File: src/rtl/core/helix_step_uniform_field_core_macros.svh
// ----------------------------------------------------------------------------
// Helix step core - assertion macros
// Implication checks on a clock, with reset masking.
// ----------------------------------------------------------------------------
`ifndef HELIX_STEP_UNIFORM_FIELD_CORE_MACROS_SVH
`define HELIX_STEP_UNIFORM_FIELD_CORE_MACROS_SVH

// same-cycle implication
`define HSUF_ASSERT_SAME(label, clk, rst, ante, cons) \
  label: assert property (@(posedge clk) disable iff (rst) (ante) |-> (cons)) \
    else $error("hsuf same-cycle check failed");

// next-cycle implication
`define HSUF_ASSERT_NEXT(label, clk, rst, ante, cons) \
  label: assert property (@(posedge clk) disable iff (rst) (ante) |=> (cons)) \
    else $error("hsuf next-cycle check failed");

`endif

File: src/rtl/core/hsuf_pkg.sv
// ----------------------------------------------------------------------------
// Helix step core - package
// Beat types, fixed-point constants, rounding and saturation helpers.
// ----------------------------------------------------------------------------
`timescale 1ns / 1ps

package hsuf_pkg;

  localparam int POS_W   = 32;
  localparam int DIR_W   = 18;
  localparam int MOM_W   = 32;
  localparam int FIELD_W = 20;

  localparam logic [FIELD_W-1:0] FIELD_RESET = 20'd55565;

  localparam int LIGHT_W = 29;
  localparam logic [LIGHT_W-1:0] LIGHT_NUM = 29'd299792458;

  // 1e11 = 1e5 * 1e6, split into its low 20 and high 17 bits for two narrow products
  localparam longint unsigned DEN_SCALE = 64'd100000000000;
  localparam int DEN_LO_W = 20;
  localparam int DEN_HI_W = 17;
  localparam logic [DEN_LO_W-1:0] DEN_LO = DEN_LO_W'(DEN_SCALE % (64'd1 << DEN_LO_W));
  localparam logic [DEN_HI_W-1:0] DEN_HI = DEN_HI_W'(DEN_SCALE >> DEN_LO_W);
  localparam int DEN_W = MOM_W + DEN_LO_W + DEN_HI_W;

  localparam int Q    = 30;
  localparam int T_W  = 31;
  localparam logic [T_W-1:0] ONE_Q30 = 31'h4000_0000;
  localparam int SC_W = 32;

  localparam int A_W     = 64;
  localparam int SMALL_W = 27;
  localparam logic [A_W-1:0] SMALL_LIM = 64'd1 << SMALL_W;
  localparam logic [31:0] PI_HALF_Q30 = 32'h6487ED51;
  localparam logic [63:0] TWO_OVER_PI = 64'hA2F9836E4E441529;

  localparam int HORNER_N = 5;
  localparam int unsigned SIN_K  [HORNER_N] = '{110, 72, 42, 20, 6};
  localparam int unsigned VERS_K [HORNER_N] = '{132, 90, 56, 30, 12};

  localparam int Q2_W  = 35;
  localparam int G_W   = 36;
  localparam int MX_W  = 34;
  localparam int RND_M = 17;
  localparam int RND_P = 13;

  typedef struct packed {
    logic [POS_W-1:0] pos_x;
    logic [POS_W-1:0] pos_z;
    logic [DIR_W-1:0] dir_x;
    logic [DIR_W-1:0] dir_z;
    logic [MOM_W-1:0] momentum;
    logic [POS_W-1:0] step_length;
  } in_beat_t;

  typedef struct packed {
    logic [POS_W-1:0] pos_x_out;
    logic [POS_W-1:0] pos_z_out;
    logic [DIR_W-1:0] dir_x_out;
    logic [DIR_W-1:0] dir_z_out;
    logic [MOM_W-1:0] momentum_out;
    logic             bad_momentum;
  } out_beat_t;

  typedef struct packed {
    in_beat_t beat;
    logic     bad;
    logic     neg;
  } ctx_t;

  // round half away from zero
  function automatic logic signed [63:0] rnd_half(input logic signed [63:0] v,
                                                  input int unsigned sh);
    logic [63:0] mag;
    logic [63:0] r;
    mag = v[63] ? 64'(-v) : 64'(v);
    r = (mag + (64'd1 << (sh - 1))) >> sh;
    return v[63] ? -$signed(r) : $signed(r);
  endfunction

  function automatic logic [POS_W-1:0] sat_pos(input logic signed [63:0] v);
    logic [POS_W-1:0] r;
    if (v > 64'sh7FFF_FFFF) begin
      r = 32'h7FFF_FFFF;
    end else if (v < -64'sh8000_0000) begin
      r = 32'h8000_0000;
    end else begin
      r = v[POS_W-1:0];
    end
    return r;
  endfunction

  function automatic logic [DIR_W-1:0] sat_dir(input logic signed [63:0] v);
    logic [DIR_W-1:0] r;
    if (v > 64'sh1FFFF) begin
      r = 18'h1FFFF;
    end else if (v < -64'sh20000) begin
      r = 18'h20000;
    end else begin
      r = v[DIR_W-1:0];
    end
    return r;
  endfunction

endpackage

File: src/rtl/core/hsuf_horner_cell.sv
// ----------------------------------------------------------------------------
// Helix step core - series cell
// One Horner step t' = 1 - (x2*t)/K in Q30, over two registers.
// ----------------------------------------------------------------------------
`timescale 1ns / 1ps

module hsuf_horner_cell #(
  parameter int unsigned K = 6
) (
  input  logic                    clk,
  input  logic                    en,
  input  logic [hsuf_pkg::T_W-1:0] x2_i,
  input  logic [hsuf_pkg::T_W-1:0] t_i,
  output logic [hsuf_pkg::T_W-1:0] t_o
);

  import hsuf_pkg::*;

  // exact floor(hi/K) by reciprocal multiplication over the full width of hi
  localparam int RW = 2*T_W-Q;
  localparam int L  = $clog2(K);
  localparam longint unsigned RECIP = ((64'd1 << (RW + L)) + 64'(K) - 64'd1) / 64'(K);

  logic [2*T_W-1:0]   prod;
  logic [2*T_W-Q-1:0] hi;
  logic [2*RW:0]      qp;

  assign hi = prod[2*T_W-1:Q];
  assign qp = (2*RW+1)'(hi) * (2*RW+1)'(RECIP);

  always_ff @(posedge clk) begin
    if (en) begin
      prod <= (2*T_W)'(x2_i) * (2*T_W)'(t_i);
      t_o  <= ONE_Q30 - T_W'(qp[2*RW:RW+L]);
    end
  end

endmodule

File: config.mk
export PLATFORM = sky130hd
export DESIGN_NAME = hsuf_horner_cell
export DESIGN_NICKNAME = d
export VERILOG_FILES = /design/src/rtl/core/helix_step_uniform_field_core_macros.svh /design/src/rtl/core/hsuf_pkg.sv /design/src/rtl/core/hsuf_horner_cell.sv
export SDC_FILE = /design/constraint.sdc
export NUM_CORES = 2
export LEC_CHECK = 0
export ABC_AREA = 0
export BUFFER_PORTS_ARGS = -buffer_cell sky130_fd_sc_hd__buf_2
export CAP_MARGIN = 20
export CORE_MARGIN = 2
export CORE_UTILIZATION = 58
export DETAILED_ROUTE_END_ITERATION = 8
export GPL_ROUTABILITY_DRIVEN = 0
export PLACE_DENSITY = 0.75
export SYNTH_ARGS = -nofsm -noshare
export SYNTH_HDL_FRONTEND = slang
export SYNTH_SLANG_ARGS = --single-unit
export TNS_END_PERCENT = 100
File: constraint.sdc
create_clock -name clk -period 10.6 [get_ports clk]
set_clock_uncertainty 0.2 [all_clocks]
set_input_delay 2.12 -clock clk [delete_from_list [all_inputs] [get_ports clk]]
set_output_delay 2.12 -clock clk [all_outputs]
set_load 0.005 [all_outputs]
## Yosys cells after proc, flatten, opt, wreduce, memory -nomap -nowiden

Index checks and enable logic that the tools add are counted.

| storage, ports and cells | value |
|---|---|
| register bits after elaboration | 93 |
| bits of input ports | 64 |

| cells by class | value |
|---|---|
| add/sub/neg operators | 1 |
| multiply operators | 2 |

Operators by type and width:

| cell | number |
|---|---|
| 32-bit by 32-bit multiplier with 64-bit output, second input constant | 1 |
| 31-bit by 31-bit multiplier with 62-bit output | 1 |
| 31-bit by 30-bit subtractor with 31-bit output, first input constant | 1 |

## Depth between registers and ports, before layout

| logic depth | value |
|---|---|
| depth after elaboration | 2 |
| depth in mapped cells | 32 |

## Worst setup path before layout

OpenSTA, ideal clock, no wires.

| path | value |
|---|---|
| kind | input -> register |
| start point | input t_i[7] in the netlist's numbering |
| end point | register prod[60], data pin |
| buffers on the path | 1 |
| slack | 0.994 ns |
| arrival time | 9.141 ns |
| setup time | 0.265 ns |
| required time | 10.135 ns |
| stages | 29 |
| cell sequence | clkbuf_1 -> nand2_1 -> fa_1 -> fa_1 -> inv_1 -> fa_1 -> inv_1 -> fa_1 -> inv_1 -> fa_1 -> inv_1 -> fa_1 -> inv_1 -> fa_1 -> fa_1 -> ha_1 -> a21oi_1 -> o21ai_0 -> a21o_1 -> a21oi_1 -> o221ai_1 -> a21oi_1 -> o21ai_0 -> a21oi_1 -> o21ai_1 -> a41o_1 -> a211oi_1 -> o21ai_0 -> xor2_1 |

| between the ends | value |
|---|---|
| word-level cells in the longest chain between the ends | 1 |

RTL lines:

| element | line | RTL |
|---|---|---|
| start, declared | hsuf_horner_cell.sv:13 | `input logic [hsuf_pkg::T_W-1:0] t_i,` |
| 31-bit by 31-bit multiplier with 62-bit output | hsuf_horner_cell.sv:33 | `prod <= (2*T_W)'(x2_i) * (2*T_W)'(t_i);` |
| end signal, assigned | hsuf_horner_cell.sv:33 |  |
| end, declared | hsuf_horner_cell.sv:24 | `logic [2*T_W-1:0] prod;` |

No other way between the ends.
A chain may end at the register's enable or synchronous reset.

## Worst setup path in the final report

| path | value |
|---|---|
| start point | input x2_i[16] in the netlist's numbering |
| end point | register prod[55], data pin |

| between the ends | value |
|---|---|
| word-level cells in the longest chain between the ends | 1 |

RTL lines:

| element | line | RTL |
|---|---|---|
| start, declared | hsuf_horner_cell.sv:12 | `input logic [hsuf_pkg::T_W-1:0] x2_i,` |
| 31-bit by 31-bit multiplier with 62-bit output | hsuf_horner_cell.sv:33 |  |

No other way between the ends.

==> flow_metrics.env <==
export IMPL_layout_worst_path_cycle_share_pct=94.91
export IMPL_clockBufferDepth=2
export IMPL_nNetsFinal=7062
export IMPL_first_pass_iters=6
export IMPL_fillCellCount=6886
export IMPL_syn_area_mm2=0.04883
export IMPL_root_buffer="clkbuf_16"
export IMPL_syn_inst=5205
export IMPL_track_usage_pct=29.89
export IMPL_seq_area_mm2=0.001892
export IMPL_whs_ns=1.574
export IMPL_synthToLayoutAreaGrowth_pct=4.202
export IMPL_grt_ovfl_total=0
export IMPL_timing_final_crit_period_ns=10.06
export IMPL_die_w_um=294.2
export IMPL_clk_latency_ns=0.36
export IMPL_vias=35030
export IMPL_yosysSeqAreaShare_pct=3.874
export IMPL_post_cts_setup_buffer_count=0
export IMPL_cts_made_buffers=9
export IMPL_max_freq_mhz=99.40
export IMPL_crit_type="primary input to flip-flop"
export IMPL_grt_pass1_wl_um=201000
export IMPL_setup_viol=0
export IMPL_numPortBuffers=94
export IMPL_finalWirelength_um=124700
export IMPL_grt_max_degree=64
export IMPL_worstMarginPinSlew_ns=0.8156
export IMPL_reg2reg_slack_ns=0.68
export IMPL_io_pins=95
export IMPL_dp_hpwl_um=109700
export IMPL_start_kind="primary input"
export IMPL_crit_fanout=31
export IMPL_ys_warnings_count=0
export IMPL_htree_levels=3
export IMPL_ys_async_sr_fraction_pct=0
export IMPL_hold_viol=0
export IMPL_final_antenna_net_count=0
export IMPL_cp_slowest_stage_delay_ns=0.53
export IMPL_grt_pass1_vias=37630
export IMPL_placedCellCount=6262
export IMPL_routedWlPerCell_um=19.86
export IMPL_syn_nets=7074
export IMPL_die_height_um=294.2
export IMPL_final_cells=6279
export IMPL_cp_arrival_ns=9.96
export IMPL_synthTopCellsByArea="fa_1 49%, ha_1 16%, inv_1 11%"
export IMPL_path_common_cell="fa_1"
export IMPL_cts_resized=0
export IMPL_ys_types=76
export IMPL_synth_most_common_cell="inv_1"
export IMPL_clock_sinks=63
export IMPL_hold_path_class="flip-flop to flip-flop"
export IMPL_yosysTopAreaCellShare_pct=48.99
export IMPL_cts_tree="built"
export IMPL_antenna_found_initial=2
export IMPL_rows=106
export IMPL_slowest_stage="fa_1"
export IMPL_synth_common_cells="1378 x inv_1, 1195 x fa_1, 737 x nand2_1, 610 x ha_1, 345 x and2_1"
export IMPL_relSlewSlack_pct=45.62
export IMPL_initial_core_util_pct=58.44
export IMPL_synth_ff_type="edfxtp_1"
export IMPL_drive_above_1_share_pct=4.078
export IMPL_critPathRequiredTime_ns=10.50
export IMPL_end_kind="flip-flop"
export IMPL_synth_edff_count=63
export IMPL_rsz0062_at_grt="false"
export IMPL_drv_cap=0
export IMPL_fin_setup_tns_ns=0
export IMPL_avgSynthCellArea_um2=9.381
export IMPL_status="finished clean"
export IMPL_yosys_area_top_type="fa_1"
export IMPL_multi_input_area_mm2=0.04101
export IMPL_drc=0
export IMPL_dieArea_mm2=0.08652
export IMPL_viasPerCell=5.579
export IMPL_drt_iter0_drc=2605
export IMPL_coreArea_mm2=0.08356
export IMPL_ys_ff_latch=63
export IMPL_drv_slew=0
export IMPL_holdBufCountCts=0
export IMPL_clkTransAtPathRegs_ns=0.06
flip-flops by register name (all words and copies together), names as in the netlist:
signal / count
t_o: 31
prod: 32
worst max-delay path: cells and delay by family:
family	cells	cell delay (ns)
AOI/OAI and AO/OA	7	1.67
xor gates and xnor gates	1	0.06
adders and majority gates	9	4.35
buffers and inverters	9	1.06
and+or+nand+nor	5	0.68
metal layers:
| layer | vias to the layer above | GRT usage (%) | part of all wire (%) | wire (µm) |
|---|---|---|---|---|
| li1 | 15370 | - | - | - |
| met1 | 17860 | 41.14 | 41 | 51010 |
| met2 | 1568 | 49.03 | 47 | 58930 |
| met3 | 235 | 5.506 | 9.0 | 11220 |
| met4 | 2 | 7.628 | 2.8 | 3432 |
| met5 | - | 0.6807 | 0.065 | 81 |
per-stage QoR:
stage | area, µm² | util [%] | setup WS (ns)
4_1_cts | 50880 | 60.89 | 0.5355
5_1_grt | 50880 | 60.90 | 0.008771
6_report | 50880 | 60.90 | 0.5394
3_5_place_dp | 50510 | 60.45 | 0.1792
2_1_floorplan | 48830 | - | 0.9941
3_3_place_gp | 50510 | 60.45 | 0.3037
cell type report:
| class | count | share of cell area (%) |
|---|---|---|
| Clock buffer | 9 | 0.4426 |
| Inverter | 1380 | 10.18 |
| Timing Repair Buffer | 175 | 2.120 |
| Clock inverter | 7 | 0.2853 |
| Multi-Input combinational cell | 3564 | 80.59 |
| Sequential cell | 63 | 3.718 |
| Tap cell | 1080 | 2.656 |
| Antenna cell | 1 | 0.004918 |
cells in the final DEF, fill, tap and decap left out, types with 20 or more instances in the layout:
cell type / synthesis / final
edfxtp_1: 63 / 63
nand4_1: 21 / 21
nand2_1: 737 / 737
fa_1: 1195 / 1195
nand3_1: 38 / 38
nor3_1: 31 / 31
buf_2: 6 / 94
nor2_1: 49 / 49
a21oi_1: 113 / 113
buf_4: 0 / 81
xor2_1: 56 / 56
and2_1: 345 / 345
nand2b_1: 20 / 20
a21o_1: 49 / 49
xnor2_1: 59 / 59
o21ai_0: 49 / 49
inv_1: 1378 / 1378
ha_1: 610 / 610
worst paths after layout:
check | to | start | depth (start not counted)
max | prod[55]$_DFFE_PP_ | x2_i[16] | 31
min | t_o[30]$_DFFE_PP_ | prod[61]$_DFFE_PP_ | 5
max reg2reg | t_o[28]$_DFFE_PP_ | prod[42]$_DFFE_PP_ | 31
min reg2reg | t_o[30]$_DFFE_PP_ | prod[61]$_DFFE_PP_ | 5
kinds of logic (layout without fill, tap and decap cells):
family                   count (synthesis)  after routing  share of synthesized area, %
XOR/XNOR                               115            115                         2.063
multiplexers                             3              3                       0.06150
AO/OA/AOI/OAI                          335            335                         4.464
adder cells (fa/ha/maj)               1805           1805                         64.62
flip-flops                              63             63                         3.874
other                                    0              1                             0
buffers and inverters                 1578           1571                         12.15
AND/OR/NAND/NOR                       1306           1306                         12.77
Power is left out: the tool's default activity adds up to more than one toggle a clock period on the data nets, which glitch-free logic cannot reach.
