[src/rtl/core/helix_step_uniform_field_core_macros.svh]
// ----------------------------------------------------------------------------
// Helix step core - assertion macros
// Implication checks on a clock, with reset masking.
// ----------------------------------------------------------------------------
`ifndef HELIX_STEP_UNIFORM_FIELD_CORE_MACROS_SVH
`define HELIX_STEP_UNIFORM_FIELD_CORE_MACROS_SVH

// same-cycle implication
`define HSUF_ASSERT_SAME(label, clk, rst, ante, cons) \
  label: assert property (@(posedge clk) disable iff (rst) (ante) |-> (cons)) \
    else $error("hsuf same-cycle check failed");

// next-cycle implication
`define HSUF_ASSERT_NEXT(label, clk, rst, ante, cons) \
  label: assert property (@(posedge clk) disable iff (rst) (ante) |=> (cons)) \
    else $error("hsuf next-cycle check failed");

`endif

[src/rtl/core/hsuf_div_cell.sv]
// ----------------------------------------------------------------------------
// Helix step core - divider cell
// One restoring quotient bit per cell; quotient shifts in as numerator leaves.
// ----------------------------------------------------------------------------
`timescale 1ns / 1ps

module hsuf_div_cell #(
  parameter int DW = 64,
  parameter int QW = 64
) (
  input  logic          clk,
  input  logic          en,
  input  logic [DW-1:0] rem_i,
  input  logic [DW-1:0] den_i,
  input  logic [QW-1:0] quo_i,
  output logic [DW-1:0] rem_o,
  output logic [DW-1:0] den_o,
  output logic [QW-1:0] quo_o
);

  logic [DW:0] part;
  logic [DW:0] diff;
  logic        ge;

  assign part = {rem_i, quo_i[QW-1]};
  assign diff = part - {1'b0, den_i};
  assign ge   = part >= {1'b0, den_i};

  always_ff @(posedge clk) begin
    if (en) begin
      rem_o <= ge ? diff[DW-1:0] : part[DW-1:0];
      den_o <= den_i;
      quo_o <= {quo_i[QW-2:0], ge};
    end
  end

endmodule

[config.mk]
export PLATFORM = sky130hd
export DESIGN_NAME = hsuf_div_cell
export DESIGN_NICKNAME = d
export VERILOG_FILES = /design/src/rtl/core/helix_step_uniform_field_core_macros.svh /design/src/rtl/core/hsuf_div_cell.sv
export SDC_FILE = /design/constraint.sdc
export NUM_CORES = 1
export LEC_CHECK = 0
export BUFFER_PORTS_ARGS = -buffer_cell sky130_fd_sc_hd__buf_2
export CORE_MARGIN = 4
export CORE_UTILIZATION = 35
export CTS_CLUSTER_SIZE = 8
export DETAILED_ROUTE_END_ITERATION = 8
export GPL_TIMING_DRIVEN = 0
export PLACE_DENSITY = 0.65
export SYNTH_ARGS = -nofsm -noshare
export SYNTH_HDL_FRONTEND = slang
export SYNTH_SLANG_ARGS = --single-unit
[constraint.sdc]
create_clock -name clk -period 3.5 [get_ports clk]
set_input_delay 0.175 -clock clk [delete_from_list [all_inputs] [get_ports clk]]
set_output_delay 0.175 -clock clk [all_outputs]
set_load 0.02 [all_outputs]
== Word-level counts from Yosys, hierarchy flattened ==
Cells that the tools add are included.

* Add/sub/neg operators: 1
* Order comparisons: 1
* Mux-type cells: 1

{| class="wikitable"
|+ Operators by type and width
! kind !! count
|-
| $ge 65x64->1 || 1
|-
| $mux 64 || 1
|-
| $sub 64x64->64 || 1
|}

* Register bits: 192
* Input port bits: 194
* Output and inout port bits: 192
* Logic and storage cells: 6

== Logic depth before layout (Yosys ltp) ==
Gate-level depths: netlist of run 1.

* Depth in word-level cells: 2
* Depth in mapped cells: 17
* Depth with buffers taken out: 13

== Least setup slack after synthesis of run 1 ==
No wires, ideal clock.

* Path type: in2reg
* Start point: in den_i[1]
* End point: reg rem_o[53], data pin
* Arrival time: 3.295 ns
* Required time: 3.240 ns
* Setup slack: -0.055 ns
* Cell stages on the path: 16
* Path buffers: 3
* Cell sequence: inv_1 ha_1 nor2b_2 o21ai_1 o21a_2 o31a_1 o31a_1 o41ai_2 a41o_2 a31oi_4 o211a_1 buf_6 clkinv_4 buf_12 buf_12 mux2_4

* Longest elaborated chain between the ends: 2

{| class="wikitable"
|+ Ends and longest elaborated chain
! element !! RTL line !! text
|-
| start, declared || hsuf_div_cell.sv:14 || <nowiki>input logic [DW-1:0] den_i,</nowiki>
|-
| $ge 65x64->1 || hsuf_div_cell.sv:27 || <nowiki>assign ge = part >= {1'b0, den_i};</nowiki>
|-
| via ge || hsuf_div_cell.sv:23 || <nowiki>logic ge;</nowiki>
|-
| $mux 64 || hsuf_div_cell.sv:31 || <nowiki>rem_o <= ge ? diff[DW-1:0] : part[DW-1:0];</nowiki>
|-
| end signal, assigned || hsuf_div_cell.sv:31 ||
|-
| end, declared || hsuf_div_cell.sv:16 || <nowiki>output logic [DW-1:0] rem_o,</nowiki>
|}

The timed path passes the listed nets, and every way through them passes these cells.
A chain may end at the register's enable or synchronous reset.

== Final worst setup path of run 1 ==
* Start point: in den_i[1]
* End point: reg rem_o[56], data pin

* Longest elaborated chain between the ends: 2

{| class="wikitable"
|+ Ends and longest elaborated chain
! element !! RTL line
|-
| $sub 64x64->64 / $ge 65x64->1 (equally long branches) || hsuf_div_cell.sv:26, hsuf_div_cell.sv:27
|-
| $mux 64 (*) || hsuf_div_cell.sv:31
|}

Every way passes the cells marked *; elsewhere a longest branch is shown, timed or not.

==> results of run 1 <==
==> what timing repair did <==
| action | CTS | global route |
|---|---|---|
| pin swaps | 4 | 4 |
| hold buffers | 127 | 0 |
| hold endpoints to repair | 127 | 0 |
| setup endpoints to repair | 62 | 60 |
| gates cloned | 0 | 2 |
| resized for setup | 7 | 11 |
| setup buffers | 9 | 5 |
==> cells in the mapped netlist, types with 4 or more instances <==
cell	count	area, µm²
sky130_fd_sc_hd__edfxtp_1	192	5770
sky130_fd_sc_hd__inv_1	80	300
sky130_fd_sc_hd__a21oi_1	71	355
sky130_fd_sc_hd__ha_1	64	801
sky130_fd_sc_hd__nand2_1	58	218
sky130_fd_sc_hd__mux2_2	51	574
sky130_fd_sc_hd__nor2_1	37	139
sky130_fd_sc_hd__xnor2_1	37	324
sky130_fd_sc_hd__a21o_1	36	270
sky130_fd_sc_hd__o21ai_0	35	175
sky130_fd_sc_hd__clkbuf_1	19	71.3
sky130_fd_sc_hd__xor2_1	19	166
sky130_fd_sc_hd__nand4_1	15	93.8
sky130_fd_sc_hd__o21bai_1	13	97.6
sky130_fd_sc_hd__and3_1	11	68.8
sky130_fd_sc_hd__nand3_1	10	50.1
sky130_fd_sc_hd__nor3_1	9	45.0
sky130_fd_sc_hd__a31oi_1	8	50.1
sky130_fd_sc_hd__a211oi_1	7	52.6
sky130_fd_sc_hd__mux2_4	7	105
sky130_fd_sc_hd__nor2b_1	7	43.8
sky130_fd_sc_hd__o31ai_1	7	52.6
sky130_fd_sc_hd__a21boi_0	5	37.5
sky130_fd_sc_hd__mux2i_1	5	50.1
sky130_fd_sc_hd__a211o_1	4	35.0
sky130_fd_sc_hd__buf_4	4	30.0
sky130_fd_sc_hd__nand2b_1	4	25.0
==> power breakdown <==
group,total (mW),internal (mW),switching (mW)
Clock,2.02,0.984,1.04
Combinational,1.95,0.836,1.11
Sequential,2.89,2.83,0.0576
==> kinds of logic after synthesis <==
family | synth area share (%)
compound gates | 14.0
buf+inv | 4.39
simple gates | 8.09
fa+ha+maj | 7.72
mux | 6.87
flops | 54.3
xor+xnor | 4.62
==> flip-flops by register name, indices dropped and copies added, names as in the netlist <==
signal	flops
quo_o	64
den_o	64
rem_o	64
==> cell type report <==
cell class              count  area share [%]
plain buffers              24           0.986
repair buffers            530            22.4
inverters                  81            2.08
flip-flops and latches    192            37.9
diodes                      2          0.0329
well taps                 390            3.21
clock buffers              17            2.79
clock inverters            15            1.25
multi-input cells         584            29.4
==> worst max path at each step <==
stage / from / slack [ns] / to / depth (start not counted)
floorplan: den_i[1] / 0.009 / rem_o[53] / 16
global placement: den_i[2] / -0.96 / rem_o[53] / 16
detailed placement: den_i[1] / -0.97 / rem_o[58] / 17
CTS: den_i[60] / 0.02 / rem_o[57] / 16
global route: den_i[18] / -0.03 / rem_o[60] / 14
finish: den_i[1] / 0.07 / rem_o[56] / 18
==> per-layer routing <==
metal	global-route usage (%)	up-vias	routed length, µm
met4	5.88	0	786
met3	4.52	46	2500
met1	22.6	4371	13200
met5	0	-	0
met2	33.8	363	16800
li1	-	4412	-
==> metrics by stage <==
step,TNS [ns],cells,utilization [%],setup slack (ns),power [mW]
finish,0,1835,51.1,0.0658,6.86
global route,-0.0687,1833,51.1,-0.0318,7.20
CTS,0,1829,50.6,0.0246,6.92
detailed placement,-56.17,1661,43.9,-0.974,4.72
global placement,-114.58,1659,43.8,-0.956,4.70
floorplan,0,884,-,0.00864,4.08
==> results.py, run 1 <==
metrics = {
    "run_status": {
        "status": "finished, final reports clean",
    },
    "clock_network": {
        "h-tree-depth": 4,
        "clkSinkCount": 192,
        "clock_slew_at_reported_path_ffs_ns": 0.08,
        "cts_root_buffer": "sky130_fd_sc_hd__clkbuf_16",
        "cts_tree": "done",
        "clock_tree.buffer_depth": 2,
        "tritoncts.num_buffers": 17,
    },
    "sta": {
        "worst-slew-pin-transition_ns": 0.784,
        "hold_viol": 0,
        "hold-worst-slack_ns": 0.0562,
        "fin_crit_share_pct": 98.1,
        "final_max_slew_viol_count": 0,
        "clock.fmax_ghz": 0.291,
        "setup_viol_count_final": 0,
        "final.min_clock_period_ns": 3.43,
        "slew_margin_rel_pct": 47.8,
    },
    "global_routing": {
        "grt_start_max_net_pins": 101,
        "globalRouteOverflowTotal": 0,
        "grt_pass1_wl_um": 49700,
        "number_of_antenna_violations_at_the_first_check_in_global_routing": 4,
        "grt_pass1_vias": 9213,
        "grt_use_total_pct": 18.9,
    },
    "routing": {
        "routed_wirelength_um": 33300,
        "wl_per_cell_um": 18.1,
        "vias_cell": 5.01,
        "starting_drt_drc_count": 555,
        "drt_pre_antenna_iters": 5,
        "route.antenna.remaining_nets": 0,
        "detail_route.drc_violations": 0,
        "vias": 9192,
    },
    "final_layout": {
        "final-seq-area_um2": 5770,
        "fillCellCount": 2669,
        "layout_common_cells": "385 x sky130_fd_sc_hd__buf_2, 192 x sky130_fd_sc_hd__edfxtp_1, 127 x sky130_fd_sc_hd__dlygate4sd3_1",
        "multi_input_area_um2": 4470,
        "layout.nets": 1689,
        "design_area_um2": 15200,
        "post_route_cells_drive_above_1_share_pct": 36.2,
        "layout-area-overhead-vs-synth_pct": 43.3,
        "layout_commonest_cell": "sky130_fd_sc_hd__buf_2",
    },
    "worst_hold_path": {
        "holdCritStartpoint": "rem_i[22]",
        "hold_class": "primary input to flop",
        "hold_depth": 2,
        "worst_hold_path.endpoint": "rem_o[23]",
    },
    "floorplan": {
        "placementRows": 63,
        "die-area_um2": 33200,
        "i_o_pins": 386,
        "start_util_pct": 35.7,
        "core_area_um2": 29800,
        "die-height_um": 182,
        "die-width_um": 182,
    },
    "worst_setup_path": {
        "crit_path_max_fanout": 6,
        "critical_path.cell_chain": "buf_4 -> inv_2 -> ha_4 -> nor2b_2 -> o21ai_1 -> o21a_2 -> o31a_1 -> o31a_1 -> o41ai_4 -> buf_4 -> a41o_4 -> a31oi_4 -> o211a_1 -> buf_8 -> clkinv_8 -> buf_12 -> clkbuf_16 -> mux2_4",
        "timing.critical_path.required_ns": 3.69,
        "worst-endpoint-arrival_ns": 3.62,
        "worst_setup_path_start_kind": "primary input",
        "count_of_buffering_cells_on_the_critical_path_with_inverters_included": 7,
        "timing.critical_path.slowest_stage_cell": "sky130_fd_sc_hd__o31a_1",
        "worstSetupEndpointType": "flop",
        "worst-setup-path-type": "primary input to flop",
        "critical-path-top-delay-family": "compound AO/OA/AOI/OAI gates",
        "critPathMaxStageDelay_ns": 0.40,
    },
    "place": {
        "routabilityCongestion": 0.909,
        "half_perimeter_wire_length_after_detailed_placement_um": 25100,
        "numPortBuffers": 385,
        "place_area_um2": 13100,
    },
    "run": {
        "max-cap-violations": 0,
    },
    "synthesis": {
        "post_synthesis_net_count": 1143,
        "synth-edff-count": 192,
        "synth_async_reset_ratio_pct": 0,
        "postSynthRegisterBits": 192,
        "synth-main-ff-cell": "sky130_fd_sc_hd__edfxtp_1",
        "synth.cell_area_um2": 10600,
        "synth.yosys.seq_area_share_pct": 54.3,
        "syn-mean-instance-area_um2": 12.0,
        "synthesis.instances": 884,
        "yosys_warnings": 0,
        "synth_cell_types": 69,
    },
    "power": {
        "power_per_cell_area_nw_per_um2": 451,
        "power_leakage_nw": 6.81,
        "ir_drop_v": 0.000269,
    },
}
Power figures use the tool's default switching activity.
==> run 2, diff against run 1 <==
PLACE_DENSITY = 0.63   (was 0.65)
clock period = 3.28 ns   (was 3.5 ns; I/O delays follow)
==> run 2 against run 1 <==
Net effect: routed wire length up 2.2%; core utilization increased by 0.52 points; via count shrank 0.18%; final cell count did not move; setup slack got worse by 0.058 ns; die area unchanged; sequential share of layout area down 0.38 points; cell area up 1.0%; largest cell class unchanged; highest routed layer is now met5.
==> results.py, run 2 (synthesis results as in run 1) <==
metrics = {
    "run_status": {
        "status": "finished, final reports clean",
    },
    "worst_setup_path": {
        "setup.worst_path.start": "den_i[1]",
        "critical_path.cell_chain": "buf_12 -> inv_12 -> ha_4 -> nor2b_4 -> o21ai_2 -> o21a_2 -> o31a_1 -> o31a_1 -> o41ai_4 -> a41o_4 -> a31oi_4 -> o211a_1 -> buf_8 -> clkinv_8 -> buf_12 -> buf_6 -> mux2_2",
        "critPathMaxStageDelay_ns": 0.45,
        "worst_setup_path_start_kind": "primary input",
        "capture_point_of_the_critical_path": "rem_o[4]",
        "worst-endpoint-arrival_ns": 3.47,
        "worstSetupEndpointType": "flop",
        "worst-setup-path-type": "primary input to flop",
        "critical-path-top-delay-family": "compound AO/OA/AOI/OAI gates",
        "worstSetupPathDepth": 17,
        "count_of_buffering_cells_on_the_critical_path_with_inverters_included": 6,
        "crit_path_max_fanout": 5,
        "timing.critical_path.required_ns": 3.48,
        "timing.critical_path.slowest_stage_cell": "sky130_fd_sc_hd__o41ai_4",
    },
    "floorplan": {
        "placementRows": 63,
        "start_util_pct": 35.7,
        "die-height_um": 182,
        "i_o_pins": 386,
        "core_area_um2": 29800,
        "die-width_um": 182,
        "die-area_um2": 33200,
    },
    "sta": {
        "final.min_clock_period_ns": 3.27,
        "worst-slew-pin-transition_ns": 0.735,
        "slew_margin_rel_pct": 51.0,
        "final_max_slew_viol_count": 0,
        "setup_viol_count_final": 0,
        "clock.fmax_ghz": 0.306,
        "final.setup.worst_slack_ns": 0.00761,
        "setup_repair_after_global_routing_missed_its_margin": "yes",
        "hold_viol": 0,
        "fin_crit_share_pct": 99.8,
    },
    "global_routing": {
        "globalRouteOverflowTotal": 0,
        "grt_use_total_pct": 19.5,
        "grt_pass1_vias": 9267,
        "number_of_antenna_violations_at_the_first_check_in_global_routing": 7,
        "grt_start_max_net_pins": 103,
        "grt_pass1_wl_um": 51100,
    },
    "routing": {
        "vias_cell": 5.00,
        "route.antenna.remaining_nets": 0,
        "wl_per_cell_um": 18.5,
        "detail_route.drc_violations": 0,
        "drt_pre_antenna_iters": 5,
        "starting_drt_drc_count": 506,
        "vias": 9175,
        "routed_wirelength_um": 34000,
    },
    "final_layout": {
        "reg.largest.list": "den_o (64), quo_o (64), rem_o (64)",
        "layout-area-overhead-vs-synth_pct": 44.7,
        "post_layout_util_pct": 51.6,
        "post_route_cells_drive_above_1_share_pct": 38.1,
        "layout_commonest_cell": "sky130_fd_sc_hd__buf_2",
        "layout_common_cells": "383 x sky130_fd_sc_hd__buf_2, 192 x sky130_fd_sc_hd__edfxtp_1, 126 x sky130_fd_sc_hd__dlygate4sd3_1",
        "layout.nets": 1688,
    },
    "worst_hold_path": {
        "hold_class": "primary input to flop",
    },
    "clock_network": {
        "cts_root_buffer": "sky130_fd_sc_hd__clkbuf_16",
        "clock_slew_at_reported_path_ffs_ns": 0.09,
        "clock_tree.buffer_depth": 2,
        "clkSinkCount": 192,
        "cts_tree": "done",
        "tritoncts.num_buffers": 17,
        "h-tree-depth": 4,
    },
    "place": {
        "dp_worst_setup_slack_ns": -1.08,
        "half_perimeter_wire_length_after_detailed_placement_um": 25000,
        "routabilityCongestion": 0.876,
        "numPortBuffers": 385,
    },
    "power": {
        "power_per_cell_area_nw_per_um2": 477,
        "overall_power_of_the_completed_layout_mw": 7.34,
        "power_leakage_nw": 6.84,
        "ir_drop_v": 0.000328,
    },
    "run": {
        "max-cap-violations": 0,
    },
}
run 2: changes by cell type in the layout (fill, tap and decap cells not counted), moves of 4 or more:
cell / delta
sky130_fd_sc_hd__ha_2: +5
sky130_fd_sc_hd__clkbuf_1: -4
sky130_fd_sc_hd__buf_6: +4
sky130_fd_sc_hd__ha_1: -7
sky130_fd_sc_hd__mux2_4: +5
sky130_fd_sc_hd__mux2_2: -5
run 2: how the worst min path moves through the flow:
stage               startpoint         to  slack (ns)  cells after the start
floorplan             den_i[0]   den_o[0]        0.26                      0
global placement      quo_i[4]   quo_o[5]        0.34                      1
detailed placement   quo_i[26]  quo_o[27]        0.34                      1
CTS                   den_i[1]   den_o[1]        0.02                      2
global route          den_i[1]   den_o[1]        0.01                      2
finish                den_i[1]   den_o[1]        0.03                      2
run 2: metrics by stage:
step | TNS (ns) | area (µm²) | hold slack, ns | instances
floorplan | -1.19 | 10700 | 0.263 | 884
global placement | -176.19 | 13100 | 0.341 | 1659
detailed placement | -63.00 | 13100 | 0.342 | 1660
CTS | -1.24 | 15300 | 0.0161 | 1835
global route | -2.42 | 15400 | 0.0134 | 1834
finish | 0 | 15400 | 0.0304 | 1835
run 2: per-layer routing:
layer  global-route usage [%]  wire (µm)  up-vias
met1                     23.1      13500     4373
met2                     35.5      17400      347
met3                     4.98       2460       44
met4                     4.86        534        8
li1                         -          -     4403
met5                        0         48        -
run 2: final cells by class:
class | count | area [µm²]
buffer | 20 | 143
fill | 2656 | 14400
clock inverter | 15 | 170
tap | 390 | 488
timing repair buffer | 533 | 3440
antenna | 3 | 7.51
sequential | 192 | 5770
inverter | 81 | 329
clock buffer | 17 | 425
multi-input combinational | 584 | 4620
run 2: power breakdown:
part | leakage (nW) | internal (mW) | switching, mW
Clock | 0.285 | 1.02 | 1.10
Combinational | 4.67 | 0.920 | 1.21
Sequential | 1.88 | 3.02 | 0.0629
run 2: what timing repair did:
action | in CTS | in global routing
resized for setup | 32 | 24
pin swaps | 10 | 11
hold buffers | 126 | 0
endpoints found under the hold margin | 126 | 0
buffers inserted | 16 | 4
endpoints found under the setup margin | 65 | 61
gates cloned | 1 | 0
